## src/rtl/uadp_pkg.sv

```systemverilog
// Types and constants shared by the USB audio descriptor parser.
// No dependencies; compile first.
package uadp_pkg;

  // Descriptor type codes
  localparam logic [7:0] DT_INTERFACE    = 8'h04;
  localparam logic [7:0] DT_ENDPOINT     = 8'h05;
  localparam logic [7:0] DT_CS_INTERFACE = 8'h24;

  // Class-specific subtypes and codes
  localparam logic [7:0] AS_SUB_GENERAL     = 8'h01;
  localparam logic [7:0] AS_FORMAT_TYPE     = 8'h02;
  localparam logic [7:0] FORMAT_TYPE_I      = 8'h01;
  localparam logic [7:0] SUBCLASS_STREAMING = 8'h02;
  localparam logic [7:0] PROTOCOL_UAC2      = 8'h20;
  localparam logic [1:0] XFER_ISO           = 2'b01;

  localparam logic [23:0] DEFAULT_RATE = 24'd48000;
  localparam logic [3:0]  MIN_CONFIG   = 4'd9;

  // Highest descriptor byte that decoding ever looks at
  localparam int RD_LAST = 10;

  // Result queue depth
  localparam int QUEUE_DEPTH = 4;

  // Result kinds
  localparam logic [1:0] KIND_CAPTURE  = 2'd0;
  localparam logic [1:0] KIND_PLAYBACK = 2'd1;
  localparam logic [1:0] KIND_SUMMARY  = 2'd2;
  localparam logic [1:0] KIND_SUM_BAD  = 2'd3;

  // Version codes
  localparam logic [1:0] VER_UNKNOWN = 2'd0;
  localparam logic [1:0] VER_UAC1    = 2'd1;
  localparam logic [1:0] VER_UAC2    = 2'd2;

  typedef struct packed {
    logic [7:0]  ch;
    logic [7:0]  sub;
    logic [7:0]  bits;
    logic [23:0] rate;
    logic        valid;
  } fmt_t;

  typedef struct packed {
    logic [7:0]  addr;
    logic [15:0] mps;
    logic        is_in;
  } ep_t;

  typedef struct packed {
    logic [1:0]  entry_kind;
    logic [7:0]  if_num;
    logic [7:0]  alt_setting;
    logic [7:0]  ep_addr;
    logic [15:0] packet_max;
    logic [7:0]  channel_count;
    logic [7:0]  subframe_size;
    logic [7:0]  sample_bits;
    logic [23:0] sample_rate;
    logic [1:0]  class_rev;
    logic        found_any;
    logic        run_last;
  } res_t;

endpackage

```

## src/rtl/uadp_if.sv

```systemverilog
// Channel interfaces of the USB audio descriptor parser: byte input and result output.
// Valid/ready handshake; no dependencies.
interface uadp_in_if;
  logic       valid;
  logic       ready;
  logic [7:0] byte_value;
  logic       end_of_config;

  modport source(output valid, byte_value, end_of_config, input ready);
  modport sink(input valid, byte_value, end_of_config, output ready);
endinterface

interface uadp_out_if;
  logic        valid;
  logic        ready;
  logic [1:0]  entry_kind;
  logic [7:0]  if_num;
  logic [7:0]  alt_setting;
  logic [7:0]  ep_addr;
  logic [15:0] packet_max;
  logic [7:0]  channel_count;
  logic [7:0]  subframe_size;
  logic [7:0]  sample_bits;
  logic [23:0] sample_rate;
  logic [1:0]  class_rev;
  logic        found_any;
  logic        run_last;

  modport source(output valid, entry_kind, if_num, alt_setting, ep_addr,
                 packet_max, channel_count, subframe_size, sample_bits,
                 sample_rate, class_rev, found_any, run_last,
                 input ready);
  modport sink(input valid, entry_kind, if_num, alt_setting, ep_addr,
               packet_max, channel_count, subframe_size, sample_bits,
               sample_rate, class_rev, found_any, run_last,
               output ready);
endinterface

```

## src/rtl/uadp_parse_core.sv

```systemverilog
// Parser state and per-byte decode: descriptor collection, interface and format
// tracking, entry commit and summary. Depends on uadp_pkg.
module uadp_parse_core (
  input  logic            clk,
  input  logic            rst_n,
  input  logic            fire,
  input  logic [7:0]      byte_in,
  input  logic            eoc_in,
  output logic [1:0]      res_cnt,
  output uadp_pkg::res_t  res0,
  output uadp_pkg::res_t  res1
);
  import uadp_pkg::*;

  // Descriptor collection
  logic [7:0] idx_r, idx_nxt;
  logic [7:0] len_r, len_nxt;
  logic [7:0] dbuf_r   [1:RD_LAST];
  logic [7:0] dbuf_nxt [1:RD_LAST];
  logic [7:0] rd       [1:RD_LAST];

  // Interface and stream state
  logic [7:0] alt_r, alt_nxt;
  logic [7:0] sub_r, sub_nxt;
  logic [7:0] proto_r, proto_nxt;
  fmt_t       ifmt_r, ifmt_nxt;
  fmt_t       pfmt_r, pfmt_nxt;
  logic [7:0] pifn_r, pifn_nxt;
  logic [7:0] palt_r, palt_nxt;
  ep_t        pep_r, pep_nxt;
  logic [1:0] ver_r, ver_nxt;
  logic       any_r, any_nxt;
  logic       halt_r, halt_nxt;
  logic [3:0] tc_r, tc_nxt;

  // Decode scratch
  logic       do_proc;
  logic       cm_go;
  fmt_t       cm_fmt;
  ep_t        cm_ep;
  fmt_t       f;
  logic       ok;
  logic       t1;
  logic       entry_v;
  res_t       entry;
  res_t       sum;

  // Read a collected byte; bytes past the descriptor length read as zero
  always_comb begin
    for (int i = 1; i <= RD_LAST; i++) begin
      if (8'(i) < len_r) begin
        rd[i] = (8'(i) == idx_r) ? byte_in : dbuf_r[i];
      end else begin
        rd[i] = '0;
      end
    end
  end

  always_comb begin
    idx_nxt   = idx_r;
    len_nxt   = len_r;
    dbuf_nxt  = dbuf_r;
    alt_nxt   = alt_r;
    sub_nxt   = sub_r;
    proto_nxt = proto_r;
    ifmt_nxt  = ifmt_r;
    pfmt_nxt  = pfmt_r;
    pifn_nxt  = pifn_r;
    palt_nxt  = palt_r;
    pep_nxt   = pep_r;
    ver_nxt   = ver_r;
    any_nxt   = any_r;
    halt_nxt  = halt_r;
    tc_nxt    = (tc_r < MIN_CONFIG) ? tc_r + 4'd1 : tc_r;
    do_proc   = 1'b0;
    cm_go     = 1'b0;
    cm_fmt    = pfmt_r;
    cm_ep     = pep_r;
    f         = pfmt_r;
    ok        = 1'b0;
    t1        = 1'b0;
    entry_v   = 1'b0;
    entry     = '0;
    sum       = '0;

    // Collect the byte into the current descriptor
    if (!halt_r) begin
      if (idx_r == 8'd0) begin
        if (!eoc_in) begin
          if (byte_in < 8'd2) begin
            halt_nxt = 1'b1;
          end else begin
            len_nxt = byte_in;
            idx_nxt = 8'd1;
          end
        end
      end else begin
        for (int i = 1; i <= RD_LAST; i++) begin
          if (idx_r == 8'(i)) dbuf_nxt[i] = byte_in;
        end
        idx_nxt = idx_r + 8'd1;
        if (idx_nxt == len_r) begin
          do_proc = 1'b1;
          idx_nxt = 8'd0;
        end else if (eoc_in) begin
          halt_nxt = 1'b1;
        end
      end
    end

    // Decode a completed descriptor
    if (do_proc) begin
      if (rd[1] == DT_INTERFACE) begin
        // recommit the pending entry of the previous streaming interface
        cm_go     = (sub_r == SUBCLASS_STREAMING) && (alt_r != 8'd0);
        cm_fmt    = pfmt_r;
        cm_ep     = pep_r;
        pep_nxt   = '0;
        alt_nxt   = rd[3];
        sub_nxt   = rd[6];
        proto_nxt = rd[7];
        ifmt_nxt  = '0;
        pfmt_nxt  = '0;
        pifn_nxt  = rd[2];
        palt_nxt  = rd[3];
      end else if (rd[1] == DT_CS_INTERFACE && sub_r == SUBCLASS_STREAMING) begin
        if (rd[2] == AS_SUB_GENERAL) begin
          if (len_r >= 8'd16 && proto_r == PROTOCOL_UAC2) begin
            f.ch    = rd[10];
            f.valid = (rd[10] != 8'd0);
            ok      = f.valid;
          end
        end else if (rd[2] == AS_FORMAT_TYPE) begin
          if (len_r >= 8'd6 && rd[3] == FORMAT_TYPE_I) begin
            if (len_r == 8'd6) begin
              f.sub  = rd[4];
              f.bits = rd[5];
              t1     = 1'b1;
            end else if (len_r >= 8'd8) begin
              f.ch   = rd[4];
              f.sub  = rd[5];
              f.bits = rd[6];
              if (len_r >= 8'd11) f.rate = {rd[10], rd[9], rd[8]};
              t1     = 1'b1;
            end
            if (t1) begin
              if (f.rate == 24'd0) f.rate = DEFAULT_RATE;
              f.valid = (f.ch != 8'd0) && (f.sub != 8'd0);
              ok      = f.valid;
            end
          end
        end
        if (ok) begin
          ifmt_nxt = f;
          pfmt_nxt = f;
        end
      end else if (rd[1] == DT_ENDPOINT && sub_r == SUBCLASS_STREAMING &&
                   alt_r != 8'd0) begin
        if (rd[3][1:0] == XFER_ISO) begin
          cm_ep.addr  = rd[2];
          cm_ep.mps   = {rd[5], rd[4]};
          cm_ep.is_in = rd[2][7];
          cm_fmt      = ifmt_r;
          cm_go       = 1'b1;
          pep_nxt     = cm_ep;
          pfmt_nxt    = ifmt_r;
        end
      end
    end

    // Commit an entry when format and endpoint are usable
    if (cm_go && cm_fmt.valid && cm_ep.addr != 8'd0) begin
      entry_v = 1'b1;
      any_nxt = 1'b1;
      if (ver_r == VER_UNKNOWN) begin
        ver_nxt = (proto_r == PROTOCOL_UAC2) ? VER_UAC2 : VER_UAC1;
      end
      entry.entry_kind    = cm_ep.is_in ? KIND_CAPTURE : KIND_PLAYBACK;
      entry.if_num        = pifn_r;
      entry.alt_setting   = palt_r;
      entry.ep_addr       = cm_ep.addr;
      entry.packet_max    = cm_ep.mps;
      entry.channel_count = cm_fmt.ch;
      entry.subframe_size = cm_fmt.sub;
      entry.sample_bits   = cm_fmt.bits;
      entry.sample_rate   = cm_fmt.rate;
      entry.class_rev     = ver_nxt;
      entry.found_any     = 1'b0;
      entry.run_last      = !eoc_in;
    end

    // Summary on the last byte, then return to reset
    if (eoc_in) begin
      sum.run_last = 1'b1;
      if (tc_nxt < MIN_CONFIG) begin
        sum.entry_kind = KIND_SUMMARY;
      end else begin
        sum.entry_kind = halt_nxt ? KIND_SUM_BAD : KIND_SUMMARY;
        sum.class_rev  = ver_nxt;
        sum.found_any  = any_nxt;
      end
      idx_nxt   = '0;
      len_nxt   = '0;
      alt_nxt   = '0;
      sub_nxt   = '0;
      proto_nxt = '0;
      ifmt_nxt  = '0;
      pfmt_nxt  = '0;
      pifn_nxt  = '0;
      palt_nxt  = '0;
      pep_nxt   = '0;
      ver_nxt   = VER_UNKNOWN;
      any_nxt   = 1'b0;
      halt_nxt  = 1'b0;
      tc_nxt    = '0;
    end
  end

  // Pack the results of this byte, entry first
  always_comb begin
    res_cnt = {1'b0, entry_v} + {1'b0, eoc_in};
    res0    = entry_v ? entry : sum;
    res1    = sum;
  end

  // Control state
  always_ff @(posedge clk) begin
    if (!rst_n) begin
      idx_r   <= '0;
      len_r   <= '0;
      alt_r   <= '0;
      sub_r   <= '0;
      proto_r <= '0;
      ifmt_r  <= '0;
      pfmt_r  <= '0;
      pifn_r  <= '0;
      palt_r  <= '0;
      pep_r   <= '0;
      ver_r   <= VER_UNKNOWN;
      any_r   <= 1'b0;
      halt_r  <= 1'b0;
      tc_r    <= '0;
    end else if (fire) begin
      idx_r   <= idx_nxt;
      len_r   <= len_nxt;
      alt_r   <= alt_nxt;
      sub_r   <= sub_nxt;
      proto_r <= proto_nxt;
      ifmt_r  <= ifmt_nxt;
      pfmt_r  <= pfmt_nxt;
      pifn_r  <= pifn_nxt;
      palt_r  <= palt_nxt;
      pep_r   <= pep_nxt;
      ver_r   <= ver_nxt;
      any_r   <= any_nxt;
      halt_r  <= halt_nxt;
      tc_r    <= tc_nxt;
    end
  end

  // Descriptor bytes; always written before they are read
  always_ff @(posedge clk) begin
    if (fire) dbuf_r <= dbuf_nxt;
  end

endmodule

```

## src/rtl/uadp_result_queue.sv

```systemverilog
// Small result queue: takes up to two results per cycle, delivers one per cycle while the receiver is ready.
// Depends on uadp_pkg and uadp_out_if.
module uadp_result_queue (
  input  logic            clk,
  input  logic            rst_n,
  input  logic [1:0]      push_cnt,
  input  uadp_pkg::res_t  push0,
  input  uadp_pkg::res_t  push1,
  output logic            space_ok,
  uadp_out_if.source      out_ch
);
  import uadp_pkg::*;

  localparam int CW = $clog2(QUEUE_DEPTH + 1);

  res_t          q_r   [QUEUE_DEPTH];
  res_t          q_nxt [QUEUE_DEPTH];
  logic [CW-1:0] cnt_r, cnt_nxt;
  logic [CW-1:0] base;
  logic          pop;

  assign pop      = out_ch.valid && out_ch.ready;
  assign space_ok = (cnt_r <= CW'(QUEUE_DEPTH - 2));

  // Shift out the head, append new results behind the survivors
  always_comb begin
    base = cnt_r - CW'(pop);
    for (int j = 0; j < QUEUE_DEPTH; j++) begin
      if (pop && j < QUEUE_DEPTH - 1) begin
        q_nxt[j] = q_r[j + 1];
      end else begin
        q_nxt[j] = q_r[j];
      end
      if (push_cnt != 2'd0 && CW'(j) == base) q_nxt[j] = push0;
      if (push_cnt == 2'd2 && CW'(j) == base + CW'(1)) q_nxt[j] = push1;
    end
    cnt_nxt = base + CW'(push_cnt);
  end

  always_ff @(posedge clk) begin
    if (!rst_n) begin
      cnt_r <= '0;
    end else begin
      cnt_r <= cnt_nxt;
    end
  end

  always_ff @(posedge clk) begin
    q_r <= q_nxt;
  end

  // Drive the head item
  assign out_ch.valid         = (cnt_r != '0);
  assign out_ch.entry_kind    = q_r[0].entry_kind;
  assign out_ch.if_num        = q_r[0].if_num;
  assign out_ch.alt_setting   = q_r[0].alt_setting;
  assign out_ch.ep_addr       = q_r[0].ep_addr;
  assign out_ch.packet_max    = q_r[0].packet_max;
  assign out_ch.channel_count = q_r[0].channel_count;
  assign out_ch.subframe_size = q_r[0].subframe_size;
  assign out_ch.sample_bits   = q_r[0].sample_bits;
  assign out_ch.sample_rate   = q_r[0].sample_rate;
  assign out_ch.class_rev     = q_r[0].class_rev;
  assign out_ch.found_any     = q_r[0].found_any;
  assign out_ch.run_last      = q_r[0].run_last;

endmodule

```

## src/rtl/usb_audio_descriptor_parser.sv

```systemverilog
// Top level of the USB audio configuration descriptor parser.
// Depends on uadp_pkg, uadp_if, uadp_parse_core and uadp_result_queue.

// Takes a configuration descriptor one byte per item and reports one capture or
// playback entry per usable isochronous audio endpoint, plus a summary on the byte
// flagged end_of_config. Sustained rate is one byte per cycle. A byte is held in an
// input register and decoded once the result queue has room for two results; its
// results (at most two: an entry and a summary) then land in a four-deep result
// queue, from whose head they are taken. The queue drains one result per cycle
// while the receiver is ready, so input stalls only while more than two results
// wait to be taken. After the summary the parser returns to its reset state for
// the next configuration.
module usb_audio_descriptor_parser (
  input  logic        clk,
  input  logic        rst_n,
  uadp_in_if.sink     in_ch,
  uadp_out_if.source  out_ch
);
  import uadp_pkg::*;

  logic       in_vld_r, in_vld_nxt;
  logic [7:0] in_byte_r;
  logic       in_eoc_r;
  logic       in_acc;
  logic       proc_fire;
  logic       space_ok;
  logic [1:0] res_cnt;
  res_t       res0;
  res_t       res1;

  // Decode the held byte when the queue can take two results
  assign proc_fire   = in_vld_r && space_ok;
  assign in_ch.ready = !in_vld_r || proc_fire;
  assign in_acc      = in_ch.valid && in_ch.ready;

  always_comb begin
    in_vld_nxt = in_vld_r;
    if (in_acc) begin
      in_vld_nxt = 1'b1;
    end else if (proc_fire) begin
      in_vld_nxt = 1'b0;
    end
  end

  always_ff @(posedge clk) begin
    if (!rst_n) begin
      in_vld_r <= 1'b0;
    end else begin
      in_vld_r <= in_vld_nxt;
    end
  end

  // Hold the accepted item
  always_ff @(posedge clk) begin
    if (in_acc) begin
      in_byte_r <= in_ch.byte_value;
      in_eoc_r  <= in_ch.end_of_config;
    end
  end

  uadp_parse_core u_core (
    .clk     (clk),
    .rst_n   (rst_n),
    .fire    (proc_fire),
    .byte_in (in_byte_r),
    .eoc_in  (in_eoc_r),
    .res_cnt (res_cnt),
    .res0    (res0),
    .res1    (res1)
  );

  uadp_result_queue u_queue (
    .clk      (clk),
    .rst_n    (rst_n),
    .push_cnt (proc_fire ? res_cnt : 2'd0),
    .push0    (res0),
    .push1    (res1),
    .space_ok (space_ok),
    .out_ch   (out_ch)
  );

endmodule

```

## src/flat_wrapper.sv

```systemverilog
// flat-port wrapper written by rule: the top's interface ports become plain ports
module usb_audio_descriptor_parser_flat import uadp_pkg::*;
  (clk, rst_n, in_ch_valid, in_ch_byte_value, in_ch_end_of_config, in_ch_ready, out_ch_valid, out_ch_entry_kind, out_ch_if_num, out_ch_alt_setting, out_ch_ep_addr, out_ch_packet_max, out_ch_channel_count, out_ch_subframe_size, out_ch_sample_bits, out_ch_sample_rate, out_ch_class_rev, out_ch_found_any, out_ch_run_last, out_ch_ready);
  uadp_in_if in_ch_i ();
  uadp_out_if out_ch_i ();
  input  logic clk;
  input  logic rst_n;
  input wire logic [$bits(in_ch_i.valid)-1:0] in_ch_valid;
  input wire logic [$bits(in_ch_i.byte_value)-1:0] in_ch_byte_value;
  input wire logic [$bits(in_ch_i.end_of_config)-1:0] in_ch_end_of_config;
  output wire logic [$bits(in_ch_i.ready)-1:0] in_ch_ready;
  output wire logic [$bits(out_ch_i.valid)-1:0] out_ch_valid;
  output wire logic [$bits(out_ch_i.entry_kind)-1:0] out_ch_entry_kind;
  output wire logic [$bits(out_ch_i.if_num)-1:0] out_ch_if_num;
  output wire logic [$bits(out_ch_i.alt_setting)-1:0] out_ch_alt_setting;
  output wire logic [$bits(out_ch_i.ep_addr)-1:0] out_ch_ep_addr;
  output wire logic [$bits(out_ch_i.packet_max)-1:0] out_ch_packet_max;
  output wire logic [$bits(out_ch_i.channel_count)-1:0] out_ch_channel_count;
  output wire logic [$bits(out_ch_i.subframe_size)-1:0] out_ch_subframe_size;
  output wire logic [$bits(out_ch_i.sample_bits)-1:0] out_ch_sample_bits;
  output wire logic [$bits(out_ch_i.sample_rate)-1:0] out_ch_sample_rate;
  output wire logic [$bits(out_ch_i.class_rev)-1:0] out_ch_class_rev;
  output wire logic [$bits(out_ch_i.found_any)-1:0] out_ch_found_any;
  output wire logic [$bits(out_ch_i.run_last)-1:0] out_ch_run_last;
  input wire logic [$bits(out_ch_i.ready)-1:0] out_ch_ready;
  assign in_ch_i.valid = in_ch_valid;
  assign in_ch_i.byte_value = in_ch_byte_value;
  assign in_ch_i.end_of_config = in_ch_end_of_config;
  assign in_ch_ready = in_ch_i.ready;
  assign out_ch_valid = out_ch_i.valid;
  assign out_ch_entry_kind = out_ch_i.entry_kind;
  assign out_ch_if_num = out_ch_i.if_num;
  assign out_ch_alt_setting = out_ch_i.alt_setting;
  assign out_ch_ep_addr = out_ch_i.ep_addr;
  assign out_ch_packet_max = out_ch_i.packet_max;
  assign out_ch_channel_count = out_ch_i.channel_count;
  assign out_ch_subframe_size = out_ch_i.subframe_size;
  assign out_ch_sample_bits = out_ch_i.sample_bits;
  assign out_ch_sample_rate = out_ch_i.sample_rate;
  assign out_ch_class_rev = out_ch_i.class_rev;
  assign out_ch_found_any = out_ch_i.found_any;
  assign out_ch_run_last = out_ch_i.run_last;
  assign out_ch_i.ready = out_ch_ready;
  usb_audio_descriptor_parser u_core (.clk(clk), .rst_n(rst_n), .in_ch(in_ch_i), .out_ch(out_ch_i));
endmodule
```

## config.mk

```make
export PLATFORM = sky130hd
export DESIGN_NAME = usb_audio_descriptor_parser_flat
export DESIGN_NICKNAME = d
export VERILOG_FILES = /design/src/rtl/uadp_pkg.sv /design/src/rtl/uadp_if.sv /design/src/rtl/uadp_parse_core.sv /design/src/rtl/uadp_result_queue.sv /design/src/rtl/usb_audio_descriptor_parser.sv /design/src/flat_wrapper.sv
export SDC_FILE = /design/constraint.sdc
export NUM_CORES = 2
export LEC_CHECK = 0
export BUFFER_PORTS_ARGS = -buffer_cell sky130_fd_sc_hd__buf_2
export CORE_MARGIN = 3
export CORE_UTILIZATION = 45
export CTS_BUF_LIST = sky130_fd_sc_hd__clkbuf_16
export CTS_CLUSTER_DIAMETER = 40
export CTS_CLUSTER_SIZE = 20
export DETAILED_ROUTE_END_ITERATION = 10
export SYNTH_ARGS = -nofsm -noshare
export SYNTH_HDL_FRONTEND = slang
export SYNTH_SLANG_ARGS = --single-unit
```

## constraint.sdc

```tcl
create_clock -name clk -period 13.1 [get_ports clk]
set_input_delay 1.965 -clock clk [delete_from_list [all_inputs] [get_ports clk]]
set_output_delay 1.965 -clock clk [all_outputs]
set_load 0.01 [all_outputs]
```

# Yosys cells after proc, flatten, opt, wreduce, memory -nomap -nowiden
# Cells that the tools add are included.
[classes] magnitude_cmp=18 eq_ne=42 n_addsub=6 n_div=0 shifts=0 mux=157 n_bitwise=2 reduce_logical=64 mul=0
[ops] cell="two-way mux 94 bit" n=12
[ops] cell="two-way mux 49 bit" n=16
[ops] cell="two-way mux 8 bit" n=50
[ops] cell="two-way mux 25 bit" n=9
[ops] cell="two-way mux 24 bit" n=9
[ops] cell="two-way mux 16 bit" n=7
[ops] cell="two-way mux 93 bit" n=1
[ops] cell="equality test 8 x 3 -> 1 bit (second input constant)" n=7
[ops] cell="two-way mux 48 bit" n=1
[ops] cell="AND reduction 4 bit" n=12
[ops] cell="two-way mux 1 bit" n=41
[ops] cell="two-way mux 40 bit" n=1
[ops] cell="nonzero test 8 bit" n=5
[ops] cell="equality test 3 x 8 -> 1 bit (first input constant)" n=4
[ops] cell="equality test 8 x 2 -> 1 bit (second input constant)" n=4
[ops] cell="< comparator 3 x 8 -> 1 bit (first input constant)" n=4
[ops] cell="equality test 4 x 8 -> 1 bit (first input constant)" n=3
[ops] cell="equality test 8 x 1 -> 1 bit (second input constant)" n=3
[ops] cell="equality test 8 x 4 -> 1 bit (second input constant)" n=3
[ops] cell="zero test 24 bit" n=1
[ops] cell="< comparator 4 x 8 -> 1 bit (first input constant)" n=3
[ops] cell="logical AND 1 bit" n=20
[ops] cell="nonzero test 2 bit" n=9
[ops] cell="nonzero test 3 bit" n=6
[ops] cell="other kinds (36)" n=58
[word_totals] regBits=648 rom_bits=0 out_inout_bits=96 memories=0 latch_bits=0 ram_bits=0

# Logic depth before layout (Yosys ltp)
[logic_depth] ltp_word=26 mapped_depth=20 depth_no_buf=16

# Modules after synthesis
# Synthesis repeated with hierarchy kept, for this count alone.
[hier_totals] hier_cells=3984 area_unflattened_um2=37373.3
[modules_own_cells] mod="uadp_result_queue" area_per_inst_um2=21835.9 cells_each=2097 n_inst=1 seq_area_each_um2=11350.9
[modules_own_cells] mod="uadp_parse_core" area_per_inst_um2=15187.1 cells_each=1870 n_inst=1 seq_area_each_um2=5985.7
[modules_own_cells] mod="usb_audio_descriptor_parser" area_per_inst_um2=350.3 cells_each=17 n_inst=1 seq_area_each_um2=290.3

# Worst setup path before layout
# OpenSTA, ideal clock, no wires.
[synth_path] path_type="input -> register" start="input port out_ch_ready" end="register u_core.u_queue.q_r[27] (netlist bit)" setup_slack_ns=7.940 arrival_time_ns=5.027 required_ns=12.968 stages=14 path_cell_list="nand2_1 -> inv_2 -> clkbuf_1 -> clkbuf_1 -> ha_1 -> ha_1 -> xor2_1 -> inv_1 -> ha_1 -> nand3_1 -> nor3_1 -> clkbuf_1 -> clkbuf_1 -> a21oi_1"
[synth_between] elab_chain_cells=5 word_cells_on_any_way=7 cone_classes="add/sub (2); eq/ne (2); reduce/logical (3)"
[synth_rtl] item="from (decl)" line_no="flat_wrapper.sv:25" source="input wire logic [$bits(out_ch_i.ready)-1:0] out_ch_ready;"
[synth_rtl] item="logical AND 1 bit *" line_no="uadp_result_queue.sv:22" source="assign pop = out_ch.valid && out_ch.ready;"
[synth_rtl] item="subtractor 3 x 1 -> 3 bit *" line_no="uadp_result_queue.sv:27" source="base = cnt_r - CW'(pop);"
[synth_rtl] item="adder 3 x 1 -> 3 bit" line_no="uadp_result_queue.sv:35" source="if (push_cnt == 2'd2 && CW'(j) == base + CW'(1)) q_nxt[j] = push1;"
[synth_rtl] item="equality test 2 x 3 -> 1 bit" line_no="uadp_result_queue.sv:35"
[synth_rtl] item="logical AND 1 bit" line_no="uadp_result_queue.sv:35"
[synth_rtl] item="to (signal assigned)" line_no="uadp_result_queue.sv:49" source="q_r <= q_nxt;"
[synth_rtl] item="to (decl)" line_no="uadp_result_queue.sv:16" source="res_t q_r [QUEUE_DEPTH];"
# Mark *: on every way between the ends. The rest lies on a longest branch, timed or not.
# A chain may end at the register's enable or synchronous reset.

# Final worst setup path
[layout_path] start="register u_core.u_core.idx_r[0]" end="register u_core.u_queue.q_r[127] (netlist bit)"
[layout_between] elab_chain_cells=18 word_cells_on_any_way=51 cone_classes="add/sub (2); eq/ne (9); mux (29); reduce/logical (11)"
[layout_rtl] item="from (decl)" line_no="uadp_parse_core.sv:16" source="logic [7:0] idx_r, idx_nxt;"
[layout_rtl] item="from (signal assigned)" line_no="uadp_parse_core.sv:244" source="idx_r <= idx_nxt;"
[layout_rtl] item="equality test 1 x 8 -> 1 bit" line_no="uadp_parse_core.sv:52" source="rd[i] = (8'(i) == idx_r) ? byte_in : dbuf_r[i];"
[layout_rtl] item="two-way mux 8 bit" line_no="uadp_parse_core.sv:52"
[layout_rtl] item="two-way mux 8 bit" line_no="uadp_parse_core.sv:51" source="if (8'(i) < len_r) begin"
[layout_rtl] item="equality test 8 x 3 -> 1 bit" line_no="uadp_parse_core.sv:157" source="end else if (rd[1] == DT_ENDPOINT && sub_r == SUBCLASS_STREAMING &&"
[layout_rtl] item="logical AND 1 bit (2 in a row)" line_no="uadp_parse_core.sv:157"
[layout_rtl] item="two-way mux 25 bit, or another cell as far along (2 in a row)"
[layout_rtl] item="two-way mux 25 bit, or another cell as far along" line_no="uadp_parse_core.sv:113" source="if (rd[1] == DT_INTERFACE) begin"
[layout_rtl] item="two-way mux 25 bit, or another cell as far along" line_no="uadp_parse_core.sv:112" source="if (do_proc) begin"
[layout_rtl] item="nonzero test 8 bit / logical AND 1 bit (equally long branches)" line_no="uadp_parse_core.sv:172" source="if (cm_go && cm_fmt.valid && cm_ep.addr != 8'd0) begin"
[layout_rtl] item="logical AND 1 bit" line_no="uadp_parse_core.sv:172"
[layout_rtl] item="two-way mux 1 bit" line_no="uadp_parse_core.sv:172"
[layout_rtl] item="adder 1 x 1 -> 2 bit" line_no="uadp_parse_core.sv:221" source="res_cnt = {1'b0, entry_v} + {1'b0, eoc_in};"
[layout_rtl] item="two-way mux 2 bit" line_no="usb_audio_descriptor_parser.sv:75" source=".push_cnt (proc_fire ? res_cnt : 2'd0),"
[layout_rtl] item="nonzero test 2 bit" line_no="uadp_result_queue.sv:34" source="if (push_cnt != 2'd0 && CW'(j) == base) q_nxt[j] = push0;"
[layout_rtl] item="logical AND 1 bit" line_no="uadp_result_queue.sv:34"
[layout_rtl] item="two-way mux 94 bit / nonzero test 2 bit (equally long branches)"
# Parallel ways exist; a longest one is shown, timed or not.

==> results_dict.tcl <==
set metrics [dict create \
    fin_crit_ns 6.597 \
    timing.critical_path.cells "ha_1 -> nor3b_1 -> nand4_1 -> o31a_1 -> or3_1 -> buf_4 -> o31ai_1 -> nand3_1 -> ha_1 -> inv_1 -> o21ai_0 -> nor2_1 -> nand2_2 -> buf_4 -> and3_1 -> a211oi_1" \
    syn-cell-area_mm2 0.03236 \
    hold_buffers 0 \
    sw_frac_of_total_pct 30.46 \
    crit_type "register to register" \
    hold_viol_final 0 \
    ioPinCount 109 \
    worstMarginPinSlew_ns 1.271 \
    rsz0062_at_grt "no" \
    gp_congestion 0.9546 \
    yosysWarnings 0 \
    drive_gt1_share_pct 13.17 \
    ir_drop_v 0.0002563 \
    fmax_ghz 0.1516 \
    drc 0 \
    syn_to_final_growth_pct 12.33 \
    synth_ff_type "dfxtp_1" \
    synth_top_area_share_pct 33.10 \
    drtPass1Iterations 6 \
    clk_latency_ns 0.67 \
    finalNetCount 3761 \
    ys_seq_area_share_pct 43.59 \
    p_int_mw 4.650 \
    grt_usage_pct 27.26 \
    port_buffers 108 \
    slowest_delay_ns 0.70 \
    grt_start_max_net_pins 103 \
    clk_pin_slew_worst_paths_ns 0.05 \
    grt_pass1_wl_um 161600 \
    layout_commonest_cell "nand2_1" \
    cts_max_level 3 \
    ys_types 84 \
    cts-root-buf "clkbuf_16" \
    yosys-top-cells-area "dfxtp_1 (33%), edfxtp_1 (10%), nand2_1 (9.2%), a21oi_1 (5.4%), a211oi_1 (4.4%)" \
    synthCells 3888 \
    worstPathArrival_ns 7.09 \
    core_mm2 0.07064 \
    cpMaxStageDelayCell "o21ai_0" \
    die_area_mm2 0.07516 \
    path_delay_family "simple AND/OR/NAND/NOR gates" \
    synth_top_cell_by_area "dfxtp_1" \
    crit_buf_inv 3 \
    comb_power_share_pct 19.9 \
    cts_resized 0 \
    wl_per_cell_um 22.07 \
    cts_buffer_depth 3 \
    fin_setup_tns_ns 0 \
    die_w_um 274.2 \
    p_seq_share_pct 37.5 \
    holdPathStages 2 \
    vias 29030 \
    fin_crit_sh_pct 50.36 \
    netSwitchingPower_mw 2.037 \
    syn_nets 3914 \
    die_h_um 274.2 \
    min_path_type "register to register" \
    power.density_mw_per_mm2 184.0 \
    pwr-share-clk_pct 42.6 \
    crit_fanout 64 \
    cts_made_buffers 108 \
    slew_headroom_pct 15.08 \
    avgSynthCellArea_um2 8.322 \
    maxCapViolCount 0 \
    hold_slack_ns 0.4472 \
    cp-start-kind "register" \
    cp.depth 16 \
    required_ns 13.59 \
    cts_sinks 648 \
    synth_edf_count 113 \
    overflow 0 \
    avgViaCountPerCell 6.087 \
    cts_tree "built" \
    reg2regPathDepth 16 \
    final_antenna_net_count 0 \
    async_flop_share_pct 0 \
    grt_pass1_vias 26600 \
    first_iter_violations 3047 \
    antenna_found_initial 1 \
    ys_ff_latch 648 \
    place_hpwl_um 64730 \
    start_util_pct 45.81 \
    totalWireLength_um 105300 \
    outcome "finished clean" \
    p_leak_nw 13.23 \
    slew_violations 0 \
    skew_ns 0.05035 \
    setup_viol 0 \
    critPathCaptureType "register" \
    reg2reg_slack_ns 6.50 \
    cts_setup_buffers 0 \
    rows 97 \
    final_cell_mix "nand2_1 (789), dfxtp_1 (535), a21oi_1 (348), nor2_1 (231), a211oi_1 (189)" \
]
[worst min-delay path: cells and delay by family, from the launching register on]
family	cells	cell delay [ns]
simple gates	1	0.05
compound gates	1	0.05
flops	1	0.30
[per-stage QoR]
stage / instances / util (%) / cell area (um2) / setup WS, ns / power [mW]
2_1_floorplan: 3888 / - / 32360 / 7.940 / 3.551
3_3_place_gp: 4565 / 46.23 / 32650 / 6.773 / 3.839
3_5_place_dp: 4565 / 46.23 / 32650 / 6.658 / 3.861
4_1_cts: 4767 / 51.45 / 36340 / 6.632 / 6.712
5_1_grt: 4767 / 51.45 / 36340 / 6.089 / 6.990
6_report: 4768 / 51.46 / 36350 / 6.503 / 6.687
[sequential cells by signal, indices dropped and copies added, names as in the netlist, 3 cells and up]
signal and cells:
u_core.u_queue.out_ch.sample_rate 24, u_core.u_core.idx_r 8, u_core.u_core.pep_r 25, u_core.u_core.dbuf_r 80, u_core.u_core.palt_r 8, u_core.u_queue.out_ch.sample_bits 8, u_core.u_queue.out_ch.channel_count 8, u_core.u_core.pfmt_r 49
u_core.u_queue.out_ch.alt_setting 8, u_core.u_queue.out_ch.if_num 8, u_core.u_core.ifmt_r 49, u_core.u_core.proto_r 8, u_core.u_queue.out_ch.packet_max 16, u_core.u_core.sub_r 8, u_core.u_core.pifn_r 8, u_core.u_core.tc_r 4
u_core.u_queue.out_ch.ep_addr 8, u_core.u_queue.out_ch.subframe_size 8, u_core.u_core.len_r 8, u_core.in_byte_r 8, u_core.u_queue.q_r 282, u_core.u_queue.cnt_r 3
[layer usage]
metal	share of wire, %	GRT usage [%]
met2	43	40.40
met4	3.1	9.137
met1	46	39.49
met5	0	0
met3	8.0	5.460
[cells in the mapped netlist, types with 9 or more instances]
| master | number |
|---|---|
| clkbuf_1 | 293 |
| nand4b_1 | 10 |
| a32o_1 | 11 |
| nor4_1 | 32 |
| and2_1 | 10 |
| buf_4 | 96 |
| buf_1 | 12 |
| or4_1 | 23 |
| a211oi_1 | 189 |
| nand4_1 | 34 |
| or3_1 | 19 |
| nor3_1 | 42 |
| and3_1 | 146 |
| mux2_2 | 101 |
| inv_1 | 33 |
| nor2_1 | 234 |
| nand2_1 | 792 |
| ha_1 | 12 |
| edfxtp_1 | 113 |
| a22o_1 | 14 |
| o2bb2ai_1 | 30 |
| mux2i_1 | 115 |
| o211a_1 | 16 |
| a41oi_1 | 11 |
| o31ai_1 | 16 |
| xnor2_1 | 9 |
| o211ai_1 | 36 |
| o21ai_0 | 56 |
| buf_2 | 34 |
| nor2b_1 | 9 |
| o22ai_1 | 12 |
| dfxtp_1 | 535 |
| a22oi_1 | 40 |
| a21oi_1 | 349 |
| a31oi_1 | 114 |
| nand2b_1 | 9 |
| nand3_1 | 140 |
[kinds of logic (layout without fill, tap and decap cells)]
| family | after synthesis | after routing | share of synthesized area, % |
|---|---|---|---|
| AO/OA/AOI/OAI | 983 | 983 | 19.91 |
| flip-flops | 648 | 648 | 43.59 |
| multiplexers | 216 | 216 | 7.072 |
| AND/OR/NAND/NOR | 1545 | 1545 | 21.82 |
| XOR/XNOR | 11 | 11 | 0.2978 |
| adder cells (fa/ha/maj) | 13 | 13 | 0.5259 |
| buffers and inverters | 472 | 411 | 6.790 |
| other | 0 | 1 | 0 |
[power groups by stage]
stage | Clock, mW | Combinational, mW | Sequential (mW)
6_report | 2.85 | 1.33 | 2.51
2_1_floorplan | 0 | 1.06 | 2.49
5_1_grt | 2.98 | 1.47 | 2.54
3_5_place_dp | 0 | 1.32 | 2.54
3_3_place_gp | 0 | 1.30 | 2.54
4_1_cts | 2.88 | 1.32 | 2.50
[layout make-up]
type	count	area (um2)
fillers	6730	34290
multi-input cells	2768	16190
flip-flops and latches	648	14100
clock buffers	113	2828
well taps	940	1176
repair buffers	175	1044
clock inverters	89	865.8
inverters	34	135.1
diodes	1	2.502
[path summary, 6_finish.rpt]
check	startpoint	end
worst max-delay path	u_core.u_core.idx_r[0]	u_core.u_queue.q_r[127]
worst min-delay path	u_core.u_queue.q_r[78]	u_core.u_queue.q_r[78]
worst max register to register	u_core.u_core.idx_r[0]	u_core.u_queue.q_r[127]
worst min register to register	u_core.u_queue.q_r[78]	u_core.u_queue.q_r[78]
Power figures use the tool's default switching activity.
